===== config.mk =====
export PLATFORM = sky130hd
export DESIGN_NAME = thermostat_heat_cool_controller_top_flat
export DESIGN_NICKNAME = d
export VERILOG_FILES = /design/src/hdl/thc_pkg.sv /design/src/hdl/thc_if.sv /design/src/hdl/thc_cfg_regs.sv /design/src/hdl/thc_core.sv /design/src/hdl/thermostat_heat_cool_controller_top.sv /design/src/flat_wrapper.sv
export SDC_FILE = /design/constraint.sdc
export NUM_CORES = 1
export LEC_CHECK = 0
export ABC_AREA = 1
export ABC_CLOCK_PERIOD_IN_PS = 3400
export BUFFER_PORTS_ARGS = -buffer_cell sky130_fd_sc_hd__buf_2
export CORE_ASPECT_RATIO = 0.5
export CORE_MARGIN = 2
export CORE_UTILIZATION = 40
export CTS_CLUSTER_SIZE = 8
export DETAILED_ROUTE_END_ITERATION = 7
export PLACE_DENSITY = 0.58
export SETUP_SLACK_MARGIN = 0.15
export SLEW_MARGIN = 20
export SYNTH_ARGS = -nofsm -noshare
export SYNTH_HDL_FRONTEND = slang
export SYNTH_HIERARCHICAL = 1
export SYNTH_SLANG_ARGS = --single-unit

===== constraint.sdc =====
create_clock -name clk -period 3.4 [get_ports clk]
set_input_delay 0.17 -clock clk [delete_from_list [all_inputs] [get_ports clk]]
set_output_delay 0.17 -clock clk [all_outputs]
set_load 0.005 [all_outputs]

===== src/hdl/thc_pkg.sv =====
// Shared types and constants of the thermostat heat/cool controller.
package thc_pkg;

	localparam int unsigned TEMP_W  = 12;
	localparam int unsigned HYST_W  = 8;
	localparam int unsigned COUNT_W = 16;
	localparam int unsigned CFG_IDX_W  = 3;
	localparam int unsigned CFG_DATA_W = 16;

	localparam logic [COUNT_W-1:0] COUNT_MAX = '1;

	typedef enum logic [1:0] {
		MODE_OFF  = 2'd0,
		MODE_COOL = 2'd1,
		MODE_HEAT = 2'd2
	} mode_t;

	typedef enum logic [CFG_IDX_W-1:0] {
		CFG_COOL_SETPOINT = 3'd0,
		CFG_HEAT_SETPOINT = 3'd1,
		CFG_HYSTERESIS    = 3'd2,
		CFG_MIN_COOL_ON   = 3'd3,
		CFG_MIN_HEAT_ON   = 3'd4,
		CFG_MIN_COOL_OFF  = 3'd5,
		CFG_MIN_HEAT_OFF  = 3'd6
	} cfg_index_t;

	typedef struct packed {
		logic signed [TEMP_W-1:0] cool_setpoint;
		logic signed [TEMP_W-1:0] heat_setpoint;
		logic [HYST_W-1:0]        hysteresis;
		logic [COUNT_W-1:0]       min_cool_on;
		logic [COUNT_W-1:0]       min_heat_on;
		logic [COUNT_W-1:0]       min_cool_off;
		logic [COUNT_W-1:0]       min_heat_off;
	} cfg_t;

	typedef struct packed {
		mode_t mode;
		logic  settling;
	} status_t;

endpackage


===== src/hdl/thc_if.sv =====
// Valid/ready channel interfaces for input items and status results.
interface thc_in_if;
	logic              valid;
	logic              ready;
	logic              func;
	logic signed [11:0] temperature;

	modport source (output valid, output func, output temperature, input ready);
	modport sink (input valid, input func, input temperature, output ready);
endinterface

interface thc_out_if;
	logic       valid;
	logic       ready;
	logic [1:0] mode;
	logic       cool_drive;
	logic       heat_drive;
	logic       calibrating;

	modport source (output valid, output mode, output cool_drive, output heat_drive,
		output calibrating, input ready);
	modport sink (input valid, input mode, input cool_drive, input heat_drive,
		input calibrating, output ready);
endinterface


===== src/hdl/thc_cfg_regs.sv =====
// Configuration register file written through a plain write port.
module thc_cfg_regs (
	input  logic                          clk,
	input  logic                          arst_n,
	input  logic                          cfg_write,
	input  logic [thc_pkg::CFG_IDX_W-1:0]  cfg_index,
	input  logic [thc_pkg::CFG_DATA_W-1:0] cfg_data,
	output thc_pkg::cfg_t                 cfg
);
	import thc_pkg::*;

	cfg_t cfg_q;

	always_ff @(posedge clk or negedge arst_n) begin
		if (!arst_n) begin
			cfg_q.cool_setpoint <= 12'sd250;
			cfg_q.heat_setpoint <= 12'sd200;
			cfg_q.hysteresis    <= 8'd5;
			cfg_q.min_cool_on   <= 16'd300;
			cfg_q.min_heat_on   <= 16'd300;
			cfg_q.min_cool_off  <= 16'd300;
			cfg_q.min_heat_off  <= 16'd300;
		end else if (cfg_write) begin
			case (cfg_index_t'(cfg_index))
				CFG_COOL_SETPOINT: cfg_q.cool_setpoint <= $signed(cfg_data[TEMP_W-1:0]);
				CFG_HEAT_SETPOINT: cfg_q.heat_setpoint <= $signed(cfg_data[TEMP_W-1:0]);
				CFG_HYSTERESIS:    cfg_q.hysteresis    <= cfg_data[HYST_W-1:0];
				CFG_MIN_COOL_ON:   cfg_q.min_cool_on   <= cfg_data[COUNT_W-1:0];
				CFG_MIN_HEAT_ON:   cfg_q.min_heat_on   <= cfg_data[COUNT_W-1:0];
				CFG_MIN_COOL_OFF:  cfg_q.min_cool_off  <= cfg_data[COUNT_W-1:0];
				CFG_MIN_HEAT_OFF:  cfg_q.min_heat_off  <= cfg_data[COUNT_W-1:0];
				default: ;
			endcase
		end
	end

	assign cfg = cfg_q;

endmodule


===== src/hdl/thc_core.sv =====
// Thermostat state and its combinational update for one input item.
module thc_core (
	input  logic                              clk,
	input  logic                              arst_n,
	input  logic                              step,
	input  logic                              func,
	input  logic signed [thc_pkg::TEMP_W-1:0] temperature,
	input  thc_pkg::cfg_t                     cfg,
	output thc_pkg::status_t                  status_next
);
	import thc_pkg::*;

	localparam int unsigned DIFF_W = TEMP_W + 1;
	localparam int unsigned CMP_W  = TEMP_W + 2;

	mode_t                    mode_q, mode_n;
	logic                     settling_q, settling_n;
	logic signed [TEMP_W-1:0] last_q, last_n;
	logic [COUNT_W-1:0]       secs_q, secs_n, secs_inc;
	logic signed [DIFF_W-1:0] diff;
	logic signed [CMP_W-1:0]  t_ext, cool_ext, heat_ext, cool_lo, heat_hi;

	assign secs_inc = (secs_q == COUNT_MAX) ? secs_q : secs_q + COUNT_W'(1);
	assign diff     = {last_q[TEMP_W-1], last_q} - {temperature[TEMP_W-1], temperature};
	assign t_ext    = {{2{last_q[TEMP_W-1]}}, last_q};
	assign cool_ext = {{2{cfg.cool_setpoint[TEMP_W-1]}}, cfg.cool_setpoint};
	assign heat_ext = {{2{cfg.heat_setpoint[TEMP_W-1]}}, cfg.heat_setpoint};
	assign cool_lo  = cool_ext - $signed({{(CMP_W-HYST_W){1'b0}}, cfg.hysteresis});
	assign heat_hi  = heat_ext + $signed({{(CMP_W-HYST_W){1'b0}}, cfg.hysteresis});

	always_comb begin
		mode_n     = mode_q;
		settling_n = settling_q;
		last_n     = last_q;
		secs_n     = secs_q;
		if (step) begin
			if (!func) begin
				if (diff >= -DIFF_W'(1) && diff <= DIFF_W'(1)) begin
					settling_n = 1'b0;
				end
				last_n = temperature;
			end else begin
				secs_n = secs_inc;
				if (!settling_q) begin
					case (mode_q)
						MODE_COOL: begin
							if (secs_inc >= cfg.min_cool_on && t_ext < cool_lo) begin
								mode_n = MODE_OFF;
								secs_n = '0;
							end
						end
						MODE_HEAT: begin
							if (secs_inc >= cfg.min_heat_on && t_ext > heat_hi) begin
								mode_n = MODE_OFF;
								secs_n = '0;
							end
						end
						default: begin
							if (t_ext > cool_ext && secs_inc >= cfg.min_cool_off) begin
								mode_n = MODE_COOL;
								secs_n = '0;
							end else if (t_ext < heat_ext && secs_inc >= cfg.min_heat_off) begin
								mode_n = MODE_HEAT;
								secs_n = '0;
							end
						end
					endcase
				end
			end
		end
	end

	always_ff @(posedge clk or negedge arst_n) begin
		if (!arst_n) begin
			mode_q     <= MODE_OFF;
			settling_q <= 1'b1;
			last_q     <= '0;
			secs_q     <= '0;
		end else begin
			mode_q     <= mode_n;
			settling_q <= settling_n;
			last_q     <= last_n;
			secs_q     <= secs_n;
		end
	end

	assign status_next.mode     = mode_n;
	assign status_next.settling = settling_n;

	// Cooling and heating always pass through off.
	a_no_cool_to_heat: assert property (@(posedge clk) disable iff (!arst_n)
		(mode_q == MODE_COOL) |=> (mode_q != MODE_HEAT))
		else $error("mode went from cooling straight to heating");

	a_no_heat_to_cool: assert property (@(posedge clk) disable iff (!arst_n)
		(mode_q == MODE_HEAT) |=> (mode_q != MODE_COOL))
		else $error("mode went from heating straight to cooling");

	// Every transition restarts the elapsed-time counter.
	a_restart_on_change: assert property (@(posedge clk) disable iff (!arst_n)
		!$stable(mode_q) |-> (secs_q == '0))
		else $error("counter not restarted on a mode transition");

	// Once settled, the block never returns to calibrating.
	a_settled_sticks: assert property (@(posedge clk) disable iff (!arst_n)
		!settling_q |=> !settling_q)
		else $error("calibrating flag set again");

	// No transition is evaluated while calibrating.
	a_hold_while_settling: assert property (@(posedge clk) disable iff (!arst_n)
		settling_q |=> $stable(mode_q))
		else $error("mode changed while calibrating");

endmodule


===== src/hdl/thermostat_heat_cool_controller_top.sv =====
// Top level of the thermostat heat/cool controller.
//
//   Channel   Direction  Handshake     Contents
//   sample    in         valid/ready   func, temperature
//   status    out        valid/ready   mode, cool_drive, heat_drive, calibrating
//   cfg_*     in         write enable  cfg_index, cfg_data
//
// Each item passes through the input register, then the state update into the output
// register; one item per cycle is sustained while the status channel does not stall.
// Reset returns all but the data registers to their defaults at once; there is no clearing pass.
// A stalled status channel holds the result and the input register, and sample.ready
// drops only when both stages are full.
module thermostat_heat_cool_controller_top (
	input  logic                          clk,
	input  logic                          arst_n,
	thc_in_if.sink                        sample,
	thc_out_if.source                     status,
	input  logic                          cfg_write,
	input  logic [thc_pkg::CFG_IDX_W-1:0]  cfg_index,
	input  logic [thc_pkg::CFG_DATA_W-1:0] cfg_data
);
	import thc_pkg::*;

	cfg_t                     cfg;
	status_t                  status_next;
	status_t                  status_q;
	logic                     out_valid_q;
	logic                     valid_s1;
	logic                     func_s1;
	logic signed [TEMP_W-1:0] temp_s1;
	logic                     advance;
	logic                     step;

	assign advance      = !out_valid_q || status.ready;
	assign step         = valid_s1 && advance;
	assign sample.ready = !valid_s1 || advance;

	always_ff @(posedge clk or negedge arst_n) begin
		if (!arst_n) begin
			valid_s1 <= 1'b0;
		end else if (sample.ready) begin
			valid_s1 <= sample.valid;
		end
	end

	always_ff @(posedge clk) begin
		if (sample.ready && sample.valid) begin
			func_s1 <= sample.func;
			temp_s1 <= sample.temperature;
		end
	end

	always_ff @(posedge clk or negedge arst_n) begin
		if (!arst_n) begin
			out_valid_q <= 1'b0;
		end else if (advance) begin
			out_valid_q <= valid_s1;
		end
	end

	always_ff @(posedge clk) begin
		if (step) begin
			status_q <= status_next;
		end
	end

	thc_cfg_regs u_cfg (
		.clk       (clk),
		.arst_n    (arst_n),
		.cfg_write (cfg_write),
		.cfg_index (cfg_index),
		.cfg_data  (cfg_data),
		.cfg       (cfg)
	);

	thc_core u_core (
		.clk         (clk),
		.arst_n      (arst_n),
		.step        (step),
		.func        (func_s1),
		.temperature (temp_s1),
		.cfg         (cfg),
		.status_next (status_next)
	);

	assign status.valid       = out_valid_q;
	assign status.mode        = status_q.mode;
	assign status.cool_drive  = (status_q.mode == MODE_COOL);
	assign status.heat_drive  = (status_q.mode == MODE_HEAT);
	assign status.calibrating = status_q.settling;

endmodule


===== src/flat_wrapper.sv =====
// flat-port wrapper written by rule: the top's interface ports become plain ports
module thermostat_heat_cool_controller_top_flat import thc_pkg::*;
  (clk, arst_n, cfg_write, cfg_index, cfg_data, sample_valid, sample_func, sample_temperature, sample_ready, status_valid, status_mode, status_cool_drive, status_heat_drive, status_calibrating, status_ready);
  thc_in_if sample_i ();
  thc_out_if status_i ();
  input  logic clk;
  input  logic arst_n;
  input  logic cfg_write;
  input  logic [thc_pkg::CFG_IDX_W-1:0] cfg_index;
  input  logic [thc_pkg::CFG_DATA_W-1:0] cfg_data;
  input wire logic [$bits(sample_i.valid)-1:0] sample_valid;
  input wire logic [$bits(sample_i.func)-1:0] sample_func;
  input wire logic [$bits(sample_i.temperature)-1:0] sample_temperature;
  output wire logic [$bits(sample_i.ready)-1:0] sample_ready;
  output wire logic [$bits(status_i.valid)-1:0] status_valid;
  output wire logic [$bits(status_i.mode)-1:0] status_mode;
  output wire logic [$bits(status_i.cool_drive)-1:0] status_cool_drive;
  output wire logic [$bits(status_i.heat_drive)-1:0] status_heat_drive;
  output wire logic [$bits(status_i.calibrating)-1:0] status_calibrating;
  input wire logic [$bits(status_i.ready)-1:0] status_ready;
  assign sample_i.valid = sample_valid;
  assign sample_i.func = sample_func;
  assign sample_i.temperature = sample_temperature;
  assign sample_ready = sample_i.ready;
  assign status_valid = status_i.valid;
  assign status_mode = status_i.mode;
  assign status_cool_drive = status_i.cool_drive;
  assign status_heat_drive = status_i.heat_drive;
  assign status_calibrating = status_i.calibrating;
  assign status_i.ready = status_ready;
  thermostat_heat_cool_controller_top u_core (.clk(clk), .arst_n(arst_n), .sample(sample_i), .status(status_i), .cfg_write(cfg_write), .cfg_index(cfg_index), .cfg_data(cfg_data));
endmodule

==> flow_results.org, run 1 <==
** Run status
- Status :: finished, violations left
- The checks that failed: negative setup slack.

** Timing
- The hold violation total from the final report came to 0.
- Setup violations remaining at the end of the flow were counted as 20.
- Final setup skew :: 0.00878 ns
- Final critical-path share of the clock period :: 109%
- Shortest clock period the worst path allows after layout :: around 3.7 ns
- Final Slew Violations :: 0
- After layout, the worst setup slack is -0.320 ns.
- Max_slew headroom :: 42.5%
- Setup repair after global routing could not meet its margin everywhere.
- Highest clock rate :: around 270 MHz
- For the pin with the worst max-slew slack, the measured transition is 0.862 ns.

** Setup path
- Counting cells, the worst reg-to-reg path comes to 26.
- Of all nets on the critical path, the largest fanout is 7.
- Data on the critical path arrives at its endpoint at around 4.1 ns.
- In this run the critical register-to-register path is captured at u_core/u_core/secs_q[4].
- Family with the most delay on the worst path :: simple AND/OR/NAND/NOR gates
- Number of gates on the worst path with buffers counted :: 26
- In this run the register-to-register setup slack is -0.32 ns.
- Cell type of the slowest stage on the worst timing path :: sky130_fd_sc_hd__dfstp_2
- The largest single stage delay on the critical path is between 0.5 and 0.6 ns.
- Startpoint-to-endpoint class of the critical path :: register to register
- The number of buffers and inverters on the critical path is 2.
- CP most frequent cell :: sky130_fd_sc_hd__nand2_1
- The worst setup path is captured at a register.
- The startpoint identified for the worst register-to-register timing path is u_core/u_cfg/cfg[64].
- STA classifies the critical path startpoint as a register.
- Required time of the critical path :: roughly 3.8 ns

** Floorplan
- Area enclosed by the die boundary :: approximately 28000 sq um
- Site Rows :: 42
- From bottom edge to top edge, the die measures 120 microns.
- From left edge to right edge, the die measures approximately 240 microns.
- Core area :: about 26000 sq um
- Once the floorplan was initialized, standard cells occupied about two fifths of the core.
- Count of pins on the block boundary :: 44

** Global routing
- Entering global routing, the biggest net connects 61 pins.
- Global-route wire length before repair :: between 40 and 50 mm
- Via count of the first global-routing pass :: ~9700
- Global routing finished with a remaining overflow of 0.
- Global routing used between 20% and 30% of the available tracks.
- Antenna violations before repair :: 0

** Synth
- Top cells by area, synth :: sky130_fd_sc_hd__dfrtp_1 24%, sky130_fd_sc_hd__nand2_1 19%, sky130_fd_sc_hd__ha_1 17%
- EDFF count, synth :: 16
- Distinct cell type count after synthesis :: 43
- Post-Synthesis Net Count :: approximately 1600
- Synthesis produced around 1500 cells.
- Leading register cell type out of synthesis :: sky130_fd_sc_hd__dfrtp_1
- Synth warnings :: 6
- Top-area cell type share of the netlist area :: 23.7%
- Averaged over all synthesized cells, the footprint is 7.33 sq um.
- For this run, asynchronously set or reset flops after synthesis account for approximately nine tenths.
- Area of the mapped netlist :: about 11000 sq um
- The biggest area contributor in the post-synthesis netlist is sky130_fd_sc_hd__dfrtp_1.
- Sequential cells were found to cover a little over a third of the synthesized design area.
- Total of flip-flops plus latches after synthesis :: approximately 150

** Worst hold path
- The worst hold path passes through 3 cells.
- Hold Startpoint :: cfg_data[5]
- The path with the worst hold slack has its endpoint at u_core/u_cfg/cfg[53].
- Class of the tightest hold or removal check :: input pin to register

** Finish
- Number of cells in the finished layout apart from fillers :: 1967
- The number of antenna diodes in the final layout is 0.
- In the final layout, the share of cells above drive strength 1 is between 10% and 20%.
- Fill cells in the final layout number approximately 2600.
- Layout net count :: between 1500 and 2000
- Combined area of the multi-input logic cells :: approximately 6100 sq um
- Registers take 3740 sq um.
- Area grow syn2layout :: 19.9%

** Clocking
- TritonCTS Buffers :: 17
- Counting along the longest clock path gives a buffer depth of 2.
- Number of H-tree levels :: 4
- TritonCTS built the clock tree.
- CTS placed an instance of sky130_fd_sc_hd__clkbuf_16 at the clock tree root.
- Post-CTS clock slew at the launch and capture registers of the worst setup and hold paths :: around 0.070 ns
- Number of clock sinks seen by CTS :: 145
- Clk_lat worst skew :: 0.46 ns

** Routing
- DR iter-0 viols :: 569
- The first detailed-routing pass took 6 iterations.
- Post-Route WL :: roughly 29 mm
- Once detail routing completed, the nets flagged for antenna violations numbered 0.
- Total number of vias :: 9736
- Routed via count divided by cell count :: just under 5
- WL/cell :: 14.7 microns
- Post-route DRC :: 0

** Placed design
- Input and output buffers added on the ports amount to 43.
- At the placement stage, the worst setup path has a slack of -0.328 ns.
- Post-DP HPWL :: about 22 mm
- The congestion estimate from routability-driven global placement came to between 0.9 and 1.
- Placed insts :: around 1900

** Power and ir drop
- Peak supply drop :: slightly above 400 uV
- Leakage power of the design :: 0.00699 uW
- Power spread over the standard cell area amounts to 621 nW/um^2.

** Run
- The tool flagged a number of max-cap violations equal to 0.
[logic make-up after synthesis]
family,Yosys count,share of synthesized area [%]
adders and majority gates,146,17.3
buffers and inverters,247,9.13
xor gates and xnor gates,28,2.30
AOI/OAI and AO/OA,135,6.69
DFF,145,35.0
and+or+nand+nor,756,29.5
[stage by stage]
| step | util, % | area [sq um] | total power, uW | TNS (ns) | hold WS [ns] |
|---|---|---|---|---|---|
| after floorplan | - | 10700 | 4700 | -0.0927 | -0.126 |
| after global placement | 44.7 | 11800 | 5690 | -4.49 | 0.304 |
| after detailed placement | 44.7 | 11800 | 5790 | -5.62 | 0.311 |
| after CTS | 48.4 | 12700 | 7950 | -3.70 | 0.00206 |
| after global routing | 48.7 | 12800 | 8670 | -11.02 | 0.0150 |
| final | 48.7 | 12800 | 7960 | -5.90 | 0.0248 |
[worst max-delay path by stage]
stage                         start                  endpoint  slack, ns
2_1_floorplan  u_core/u_cfg/cfg[64]  u_core/u_core/secs_q[10]      -0.01
6_report       u_core/u_cfg/cfg[64]   u_core/u_core/secs_q[4]      -0.32
5_1_grt        u_core/u_cfg/cfg[64]   u_core/u_core/secs_q[5]      -0.60
3_5_place_dp   u_core/u_cfg/cfg[64]   u_core/u_core/secs_q[4]      -0.33
4_1_cts        u_core/u_cfg/cfg[64]     u_core/status.mode[0]      -0.22
3_3_place_gp   u_core/u_cfg/cfg[64]   u_core/u_core/secs_q[4]      -0.26
[metal layers]
metal | share of wire, % | GRT usage, % | up-vias
met2 | 47 | 37.0 | 169
met3 | 3.4 | 3.93 | 44
li1 | - | - | 4936
met4 | 1.7 | 7.08 | 0
met1 | 47 | 27.9 | 4587
met5 | 0 | 0 | -
[tightest hold or removal path: stages]
cell	delay [ns]
sky130_fd_sc_hd__buf_2	0.18
sky130_fd_sc_hd__nand2_1	0.09
sky130_fd_sc_hd__nand2_1	0.05
[area by class of cell]
type	instances	share of cell area [%]
Tap cell	352	3.44
Multi-Input combinational cell	1066	47.7
Timing Repair Buffer	150	8.47
Clock inverter	15	1.34
Inverter	222	6.51
Clock buffer	17	3.32
Sequential cell	145	29.2
[cells in the final DEF (no fill, tap or decap), types with 15 or more instances in the layout]
| master | instances |
|---|---|
| sky130_fd_sc_hd__nor3_1 | 15 |
| sky130_fd_sc_hd__nand2_1 | 519 |
| sky130_fd_sc_hd__o21ai_0 | 37 |
| sky130_fd_sc_hd__dfrtp_1 | 101 |
| sky130_fd_sc_hd__nand3_1 | 96 |
| sky130_fd_sc_hd__dlygate4sd3_1 | 24 |
| sky130_fd_sc_hd__a21oi_1 | 73 |
| sky130_fd_sc_hd__edfxtp_1 | 16 |
| sky130_fd_sc_hd__buf_2 | 42 |
| sky130_fd_sc_hd__clkbuf_16 | 17 |
| sky130_fd_sc_hd__inv_1 | 214 |
| sky130_fd_sc_hd__nor2_1 | 62 |
| sky130_fd_sc_hd__dfstp_2 | 28 |
| sky130_fd_sc_hd__buf_4 | 83 |
| sky130_fd_sc_hd__ha_1 | 140 |
| sky130_fd_sc_hd__nand2_2 | 15 |
| sky130_fd_sc_hd__xor2_1 | 21 |
[synth_stat cells, types with 7 or more instances]
cell type and count:
sky130_fd_sc_hd__nor2_1 64, sky130_fd_sc_hd__inv_1 216, sky130_fd_sc_hd__nand4_1 13, sky130_fd_sc_hd__xnor2_1 7
sky130_fd_sc_hd__nand2_2 7, sky130_fd_sc_hd__nor3_1 15, sky130_fd_sc_hd__o21ai_0 39, sky130_fd_sc_hd__nand2_1 527
sky130_fd_sc_hd__dfstp_2 28, sky130_fd_sc_hd__ha_1 143, sky130_fd_sc_hd__edfxtp_1 16, sky130_fd_sc_hd__dfrtp_1 101
sky130_fd_sc_hd__nor2_2 10, sky130_fd_sc_hd__buf_2 14, sky130_fd_sc_hd__a21oi_1 77, sky130_fd_sc_hd__xor2_1 21
sky130_fd_sc_hd__nand3_1 98
[power by group]
| part | internal (uW) | total, uW | switching (uW) |
|---|---|---|---|
| registers | 2100 | 2390 | 286 |
| logic | 1510 | 3620 | 2110 |
| clock network | 1100 | 1950 | 852 |
[registers in the layout, indices dropped and copies added, names as in the netlist, 2 cells and up]
register and flops:
u_core/u_cfg/cfg 96, u_core/u_core/mode_q 2, u_core/u_core/secs_q 16, u_core/status.mode 2, u_core/u_core/last_q 12, u_core/temp_s1 12
[timing repair]
action                                 4_1_cts  5_1_grt
buffers inserted                             8        4
pin swaps                                   14        4
setup endpoints to repair                   20       20
gates cloned                                 1        0
hold buffers                                24        0
resized for setup                           13       10
endpoints found under the hold margin       75        0
Power figures use the tool's default switching activity.
==> run 2: changes to the inputs <==
--- a/config.mk
+++ b/config.mk
@@ -13,6 +13,7 @@
 export CORE_UTILIZATION = 40
 export CTS_CLUSTER_SIZE = 8
 export DETAILED_ROUTE_END_ITERATION = 7
+export GPL_TIMING_DRIVEN = 0
 export PLACE_DENSITY = 0.58
 export SETUP_SLACK_MARGIN = 0.15
 export SLEW_MARGIN = 20
==> run 2 against run 1 <==
Compared with the run above:
- the flow still finishes with violations (negative setup slack)
- routed wire length decreased by 6.1%
- first-iteration DRC count decreased by 1.4%
- critical path type unchanged
- register-to-register slack got worse by 0.15 ns
- total power decreased by 0.19%
- die area unchanged
- clock power increased by 5%
- non-clock buffer count decreased by 43
- largest cell class unchanged
- cell area decreased by 2.1%
- global-route usage decreased by 1.6 points
- critical path depth unchanged
==> flow_results.org, run 2 (synthesis gave the netlist of run 1 again) <==
** Routing
- Post-Route WL :: 27.1 mm (-6.1%)
- The first-pass iteration count of the detailed router was 7 (+1).
- The number of vias per cell came to 4.89 (-1.2%).
- The initial detailed-routing violation count is 561 (-1.4%).
- The detailed-route via count is 9404 (-3.4%).
- The DRC violation count after routing is 0 (unchanged).
- Antenna Nets Post-Route :: 0 (unchanged)
- The wire length per cell after detailed routing was 14.1 microns (-3.9%).

** Clocking
- TritonCTS built the clock tree.
- TritonCTS Buffers :: 17 (unchanged)
- Post-CTS clock slew at the launch and capture registers of the worst setup and hold paths :: 0.06 ns (about the same)
- CTS root buffer :: sky130_fd_sc_hd__clkbuf_16
- The number of clock sinks seen by CTS is 145 (unchanged).
- The clock latency on the worst-skew pair is 0.44 ns (-0.02 ns).
- Number of H-tree levels :: 4 (unchanged)
- Clock buffer depth :: 2 (unchanged)

** Finish
- Compared with the post-synthesis result, the final layout area differs by 17.4%.
- Layout net count :: 1741 (-2.5%)
- The library cells used most frequently in the layout, excluding fill and tap cells, are 515 x sky130_fd_sc_hd__nand2_1, 214 x sky130_fd_sc_hd__inv_1, 140 x sky130_fd_sc_hd__ha_1.
- Number of flip-flops under the largest register name :: 96 (unchanged)
- The ratio of cells with drive above 1 in the final layout was 13.0% (-2.1 points).
- The library cell used most frequently in the layout, excluding fill and tap cells, is sky130_fd_sc_hd__nand2_1.
- The count of placed standard cells in the final layout, fillers left out is 1923 (-2.2%).
- Antenna cell count :: 0 (unchanged)
- The number of fillers in the final layout was 2547 (-1.5%).

** Placed design
- Routability cong. :: 0.910 (-2.2%)
- The placement-stage worst setup slack came to -0.707 ns (-0.379 ns).
- The count of input and output buffers was 43 (unchanged).
- The post-DP HPWL came to 20.7 mm (-5.3%).
- The number of cells after detailed placement was 1853 (-2.4%).

** Setup path
- Startpoint-to-endpoint class of the critical path :: register to register
- The data arrival time of the critical path is 4.21 ns (+0.13 ns).
- The depth of the worst register-to-register path came to 26 (unchanged).
- Largest fanout on the critical path :: 5 (-2)
- Required time of the critical path :: 3.73 ns (-0.03 ns)
- The worst setup path is launched from a register.
- STA classifies the critical path endpoint as a register.

** Timing
- The worst slew slack as a fraction of its limit was 61.4% (+19 points).
- Setup repair after global routing could not meet its margin everywhere.
- Final setup skew :: 0.0133 ns (+0.00455 ns)
- Final critical-path share of the clock period :: 114% (+4.5 points)
- Hold Fails Final Rpt :: 0 (unchanged)
- The time the final worst path needs with I/O delays and setup was 3.87 ns (+0.153 ns).
- The final max-slew violation count came to 0 (unchanged).
- Slew at the pin with the worst max-slew slack :: 0.578 ns (-0.284 ns)
- The maximum clock frequency came to 258 MHz (-4.0%).
- Minimum setup slack in the final design :: -0.473 ns (-0.153 ns)
- Total Neg Setup Slack :: -8.40 ns (-2.50 ns)
- The worst slack on hold paths came to 0.0374 ns (+0.0126 ns).
- Final count of negative-setup-slack endpoints :: 20 (unchanged)

** Floorplan
- The floorplan die area is 28100 sq um (unchanged).
- Die extent in y :: 120 microns (unchanged)
- Die width :: 235 microns (unchanged)
- Site Rows :: 42 (unchanged)
- The area of the core region came to 26300 sq um (unchanged).
- The I/O pin total came to 44 (unchanged).
- The starting density of the core was 40.6% (unchanged).

** Power and ir drop
- The leakage dissipation came to 0.00678 uW (-2.9%).
- Peak supply drop :: 391 uV (-6.0%)
- Power density relative to cell area :: 633 nW/um^2 (+1.9%)

** Run status
- Status :: finished, violations left
- The checks that failed: negative setup slack.

** Worst hold path
- The hold-critical path depth is 3 (unchanged).
- The min-delay analysis places its worst path in the category input pin to register.

** Global routing
- GRT Resource Usage Total :: 20.1% (-1.6 points)
- Via count of the first global-routing pass :: 9030 (-6.7%)
- Global-route wire length before repair :: 44.6 mm (-7.5%)
- Antenna violations before repair :: 0 (unchanged)
- The largest net degree at the start of global routing came to 88 (+44%).
- GRT Residual Overflow :: 0 (unchanged)

** Run
- Maxcap violations :: 0 (unchanged)
==> run 2: changes by cell type in the layout (fill, tap and decap cells not counted), sizes merged, moves of 2 or more <==
cell	before	now
dlygate4sd3	24	22
inv	228	224
clkbuf	17	25
buf	126	79
bufinv	2	4
==> run 2: final cells by class <==
type	instances	area (sq um)	area share [%]
Buffer	25	146	1.17
Clock buffer	20	457	3.64
Clock inverter	12	179	1.43
Inverter	222	833	6.64
Multi-Input combinational cell	1065	6130	48.9
Sequential cell	145	3740	29.8
Tap cell	352	440	3.51
Timing Repair Buffer	82	611	4.87
==> run 2: repair_timing <==
action | CTS | global route
hold buffers | 22 | 0
resized for setup | 11 | 22
hold endpoints to repair | 71 | 0
gates cloned | 0 | 1
setup endpoints to repair | 20 | 20
pin swaps | 2 | 3
setup buffers | 6 | 9
==> run 2: layer usage <==
metal | routed length (microns) | global-route usage, %
met1 | 12700 | 26.0
met2 | 12600 | 33.5
met3 | 1130 | 3.84
met4 | 647 | 7.52
met5 | 0 | 0
==> run 2: final timing paths <==
path | to | slack (ns) | startpoint
worst max-delay path | u_core/u_core/secs_q[14] | -0.47 | u_core/u_cfg/cfg[64]
worst min-delay path | u_core/u_cfg/cfg[53] | 0.04 | cfg_data[5]
worst max register to register | u_core/u_core/secs_q[14] | -0.47 | u_core/u_cfg/cfg[64]
worst min register to register | u_core/u_cfg/cfg[51] | 0.47 | u_core/u_cfg/cfg[51]
max in group asynchronous | u_core/u_core/settling_q | 2.40 | arst_n
min in group asynchronous | u_core/u_cfg/cfg[62] | 0.20 | arst_n
==> run 2: power by group <==
part	switching, uW	internal (uW)
combinational	2050	1440
clock	769	1270
sequential	307	2100
==> run 2: critical path, cell delays in order (launching register included) <==
cell and delay [ns]:
sky130_fd_sc_hd__dfstp_2 0.60, sky130_fd_sc_hd__ha_4 0.16, sky130_fd_sc_hd__inv_2 0.03, sky130_fd_sc_hd__fa_2 0.33, sky130_fd_sc_hd__nand3b_1 0.16, sky130_fd_sc_hd__and2_4 0.17
sky130_fd_sc_hd__o41ai_4 0.30, sky130_fd_sc_hd__nand2_1 0.09, sky130_fd_sc_hd__o21ai_1 0.13, sky130_fd_sc_hd__nand2_1 0.10, sky130_fd_sc_hd__ha_4 0.28, sky130_fd_sc_hd__nand2_2 0.05
sky130_fd_sc_hd__nor2_2 0.09, sky130_fd_sc_hd__nand2_1 0.07, sky130_fd_sc_hd__nor2_2 0.11, sky130_fd_sc_hd__nand2_2 0.08, sky130_fd_sc_hd__nand3_2 0.07, sky130_fd_sc_hd__nand2_2 0.06
sky130_fd_sc_hd__nor2_4 0.15, sky130_fd_sc_hd__nand2_1 0.08, sky130_fd_sc_hd__nand2_1 0.07, sky130_fd_sc_hd__nand2_2 0.08, sky130_fd_sc_hd__nand2_4 0.08, sky130_fd_sc_hd__nand3_4 0.11
sky130_fd_sc_hd__clkbuf_16 0.19, sky130_fd_sc_hd__nand2_2 0.06, sky130_fd_sc_hd__nand2_2 0.04
==> run 2: stage by stage <==
step                      area (sq um)  power, uW  util, %
final                            12500       7940     47.6
after global routing             12500       8640     47.6
after CTS                        12400       7760     47.0
after detailed placement         11400       5550     43.4
after global placement           11400       5410     43.2
after floorplan                  10700       4700        -
==> run 3: changes to the inputs <==
--- a/config.mk
+++ b/config.mk
@@ -5,16 +5,15 @@
 export SDC_FILE = /design/constraint.sdc
 export NUM_CORES = 1
 export LEC_CHECK = 0
-export ABC_AREA = 1
 export ABC_CLOCK_PERIOD_IN_PS = 3400
-export BUFFER_PORTS_ARGS = -buffer_cell sky130_fd_sc_hd__buf_2
 export CORE_ASPECT_RATIO = 0.5
 export CORE_MARGIN = 2
 export CORE_UTILIZATION = 40
 export CTS_CLUSTER_SIZE = 8
 export DETAILED_ROUTE_END_ITERATION = 7
+export DONT_BUFFER_PORTS = 1
 export GPL_TIMING_DRIVEN = 0
-export PLACE_DENSITY = 0.58
+export PLACE_DENSITY = 0.56
 export SETUP_SLACK_MARGIN = 0.15
 export SLEW_MARGIN = 20
 export SYNTH_ARGS = -nofsm -noshare
==> run 3 against run 2 <==
Compared with the run above:
- the run still ends with negative setup slack left
- clock skew decreased by 0.0065 ns
- combinational power down 7.7%
- worst setup slack got worse by 0.33 ns
- clock power shrank 9%
- largest cell class unchanged
- critical endpoint is now u_core/u_core/secs_q[10]
- largest power group unchanged
- cell area shrank 1.8%
- sequential share of layout area increased by 0.57 points
- global-route usage is 0.92 points lower
==> flow_results.org, run 3 <==
** Routing
- The wire length per cell after detailed routing came to 17.8 microns (+27%).
- The total length of routed wires was 25.2 mm (-7.2%).
- The first-pass iteration count of the detailed router was 4 (-3).
- The number of nets with antenna violations after routing came to 0 (unchanged).
- Routed via count divided by cell count :: 5.39 (+10%)
- The DRC violation count after routing was 0 (unchanged).
- DR iter-0 viols :: 337 (-40%)
- Total number of vias :: 7599 (-19%)

** Finish
- The count of placed standard cells in the final layout, fillers left out is 1410 (-27%).
- Antenna cell count :: 0 (unchanged)
- The flip-flop count of the largest register after layout is 96 (unchanged).
- The number of nets in the final layout was 1236 (-29%).
- Core utilization of the finished layout :: 48.9% (+1.3 points)
- Layout cell share with drive strength beyond 1 :: 27.7% (+15 points)
- Area grow syn2layout :: 20.1%
- Leaving out fill and tap cells, the most frequent cell in the layout is sky130_fd_sc_hd__ha_1.
- Post-Layout Inst Area :: 12300 sq um (-1.8%)
- In the layout the commonest cells are 136 x sky130_fd_sc_hd__ha_1, 122 x sky130_fd_sc_hd__inv_1, 99 x sky130_fd_sc_hd__dfrtp_1.
- Fillcell total :: 2305 (-9.5%)

** Timing
- The maximum clock frequency was 238 MHz (-7.8%).
- Slew at the pin with the worst max-slew slack :: 0.699 ns (+0.121 ns)
- The total of endpoints with negative setup slack in the final report came to 20 (unchanged).
- Final Slew Violations :: 0 (unchanged)
- Setup repair after global routing could not meet its margin everywhere.
- The final setup slack of the worst path is -0.802 ns (-0.329 ns).
- Final setup skew :: 0.00684 ns (-0.00649 ns)
- The worst slew slack as a fraction of its limit was 53.0% (-8.3 points).
- The hold violation total from the final report is 0 (unchanged).
- Shortest clock period the worst path allows after layout :: 4.20 ns (+0.329 ns)
- The share of the cycle needed by the critical path after routing came to 124% (+9.7 points).

** Power and ir drop
- The leakage dissipation was 0.00570 uW (-16%).
- The power per cell area is 610 nW/um^2 (-3.6%).
- The overall power consumption was 7520 uW (-5.4%).
- The worst vdd rail ir drop came to 298 uV (-24%).

** Global routing
- The via count of the first global-routing pass was 7592 (-16%).
- Global-route wire length before repair :: 39.6 mm (-11%)
- The remaining global-route overflow came to 0 (unchanged).
- Antenna violations before repair :: 0 (unchanged)
- GRT Resource Usage Total :: 19.1% (-0.92 points)
- Maximum number of pins on one net before global-route repair :: 130 (+48%)

** Worst hold path
- The path class of the tightest hold or removal check is input pin to register.

** Synth
- The synthesized instance count is 985 (-32%).
- The synthesized net count came to 1168 (-29%).
- In the synthesized netlist the dominant register cell turns out to be sky130_fd_sc_hd__dfrtp_1.
- The share of async-settable or async-resettable flops after synthesis came to 89.0% (unchanged).
- Synth warnings :: 6 (unchanged)
- Most frequently used cell type in the post-synthesis netlist :: sky130_fd_sc_hd__ha_1
- The share of the synthesized area in compound gates (AO/OA/AOI/OAI) came to 12.1% (+5.5 points).
- Top-area cell type share of the netlist area :: 24.6% (+0.99 points)
- The XOR/XNOR share of the synthesized area came to 3.59% (+1.3 points).
- The number of distinct library cell variants in the gate-level netlist after synthesis came to 77 (+79%).
- The mapped cell area is 10300 sq um (-4.0%).
- EDFF count, synth :: 16 (unchanged)
- Summed over all instances, the cell type with the most area after synthesis is sky130_fd_sc_hd__dfrtp_1.
- The mean cell area of the mapped netlist is 10.4 sq um (+42%).
- Dominant combinational cell family by area after synthesis :: adder cells
- In the post-synthesis netlist, the biggest area contributors are sky130_fd_sc_hd__dfrtp_1 25%, sky130_fd_sc_hd__ha_1 17%, sky130_fd_sc_hd__mux2_2 9.8%.
- Total of flip-flops plus latches after synthesis :: 145 (unchanged)
- The post-synthesis sequential area ratio was 36.5% (+1.5 points).
- Top cells by count, synth :: 143 x sky130_fd_sc_hd__ha_1, 124 x sky130_fd_sc_hd__inv_1, 101 x sky130_fd_sc_hd__dfrtp_1
- Area share of fa/ha/maj cells after synthesis :: 18.0% (+0.72 points)
- Mux cell area share after synthesis :: 11.7% (+12 points)
- Fraction of the mapped netlist area in simple logic gates :: 12.1% (-17 points)

** Floorplan
- Core area :: 25200 sq um (-4.3%)
- The floorplan die area came to 27000 sq um (-3.9%).
- Die width :: 230 microns (-2.0%)
- Count of pins on the block boundary :: 44 (unchanged)
- The starting density of the core was 40.7% (+0.14 points).
- Die extent in y :: 117 microns (-2.0%)
- Site Rows :: 41 (-2.4%)

** Placed design
- Routability cong. :: 0.895 (-1.6%)
- Port Buffer Count :: 0 (-100%)
- Placed insts :: 1329 (-28%)
- The instance area at placement came to 10800 sq um (-5.7%).
- The placement-stage worst setup slack was -1.45 ns (-0.739 ns).
- The post-DP HPWL was 18.4 mm (-11%).

** Clocking
- Clock buffer depth :: 2 (unchanged)
- The total clock buffers created by CTS is 17 (unchanged).
- The tree is rooted in a sky130_fd_sc_hd__clkbuf_16.
- The number of clock sinks seen by CTS is 145 (unchanged).
- TritonCTS built the clock tree.
- Post-CTS clock slew at the launch and capture registers of the worst setup and hold paths :: 0.07 ns (about the same)
- Clk_lat worst skew :: 0.45 ns (about the same)
- The total number of H-tree levels came to 4 (unchanged).

** Setup path
- Startpoint Class :: register
- Largest fanout on the critical path :: 5 (unchanged)
- The data arrival time of the critical path came to 4.53 ns (+0.32 ns).
- Startpoint-to-endpoint class of the critical path :: register to register
- Required time of the critical path :: 3.73 ns (about the same)
- STA classifies the critical path endpoint as a register.

** Run
- Maxcap violations :: 0 (unchanged)

** Run status
- The flow ran to the end, but the final reports show violations.
- The checks that failed: negative setup slack.
==> run 3: worst paths after layout <==
kind / start / end / slack [ns] / depth (start not counted)
max in group asynchronous: arst_n / u_core/u_core/secs_q[6] / 2.53 / 2
max: u_core/u_cfg/cfg[64] / u_core/u_core/secs_q[10] / -0.80 / 19
min reg2reg: u_core/u_cfg/cfg[6] / u_core/u_cfg/cfg[6] / 0.51 / 1
min in group asynchronous: arst_n / u_core/u_cfg/cfg[86] / 0.36 / 2
min: sample_valid / u_core/temp_s1[8] / 0.1 / 1
max reg2reg: u_core/u_cfg/cfg[64] / u_core/u_core/secs_q[10] / -0.80 / 19
==> run 3: critical path, cell delays in order, from the launching register on <==
cell                        delay (ns)
sky130_fd_sc_hd__dfstp_2          0.56
sky130_fd_sc_hd__ha_4             0.14
sky130_fd_sc_hd__inv_2            0.04
sky130_fd_sc_hd__fa_2             0.36
sky130_fd_sc_hd__nor2b_2          0.13
sky130_fd_sc_hd__o21ai_2          0.07
sky130_fd_sc_hd__a21boi_2         0.15
sky130_fd_sc_hd__o21ai_2          0.08
sky130_fd_sc_hd__a21oi_2          0.17
sky130_fd_sc_hd__o211ai_1         0.18
sky130_fd_sc_hd__xnor2_1          0.18
sky130_fd_sc_hd__ha_1             0.31
sky130_fd_sc_hd__and4_1           0.22
sky130_fd_sc_hd__nand2_2          0.10
sky130_fd_sc_hd__a311o_1          0.40
sky130_fd_sc_hd__and3_4           0.19
sky130_fd_sc_hd__o41ai_4          0.21
sky130_fd_sc_hd__o311a_4          0.35
sky130_fd_sc_hd__clkbuf_16        0.18
sky130_fd_sc_hd__a21oi_2          0.05
==> run 3: timing repair <==
item                                    CTS  global route
hold endpoints to repair                240             0
buffers inserted                          7             4
pin swaps                                 5            24
hold buffers                             37             0
endpoints found under the setup margin   21            21
cloned                                    0             1
gates resized for setup                  30            68
==> run 3: report_power, final <==
part           switching, uW  internal, uW  total, uW  leakage, uW
Clock                    872           991       1860     0.000281
Sequential               301          2130       2430      0.00167
Combinational           1690          1530       3220      0.00374
==> run 3: through the flow <==
step	TNS [ns]	hold slack, ns
2_1_floorplan	-5.55	-0.126
3_3_place_gp	-26.95	-0.122
3_5_place_dp	-27.08	-0.121
4_1_cts	-15.86	0.0717
5_1_grt	-17.83	0.0832
6_report	-15.08	0.0982
==> run 3: routing by layer <==
layer / vias to the layer above / GRT usage, % / wire length [microns] / part of all wire (%)
met5: - / 0 / 0 / 0
met1: 3764 / 24.8 / 12100 / 48
met3: 35 / 4.82 / 938 / 3.7
met4: 0 / 5.81 / 440 / 1.7
met2: 101 / 31.9 / 11700 / 47
li1: 3699 / - / - / -
==> run 3: kinds of logic (layout without fill, tap and decap cells) <==
kind of cell / after synthesis / in the layout
adders and majority gates: 146 / 146
and+or+nand+nor: 209 / 209
xor gates and xnor gates: 42 / 42
muxes: 104 / 104
AOI/OAI and AO/OA: 189 / 189
DFF: 145 / 145
buffers and inverters: 150 / 231
==> run 3: final cells by class <==
type	count	area [sq um]	share of cell area, %
Clock inverter	14	131	1.07
Buffer	26	175	1.42
Sequential cell	145	3750	30.4
Clock buffer	18	439	3.57
Timing Repair Buffer	49	499	4.05
Multi-Input combinational cell	690	6430	52.2
Tap cell	344	430	3.50
Inverter	124	465	3.78
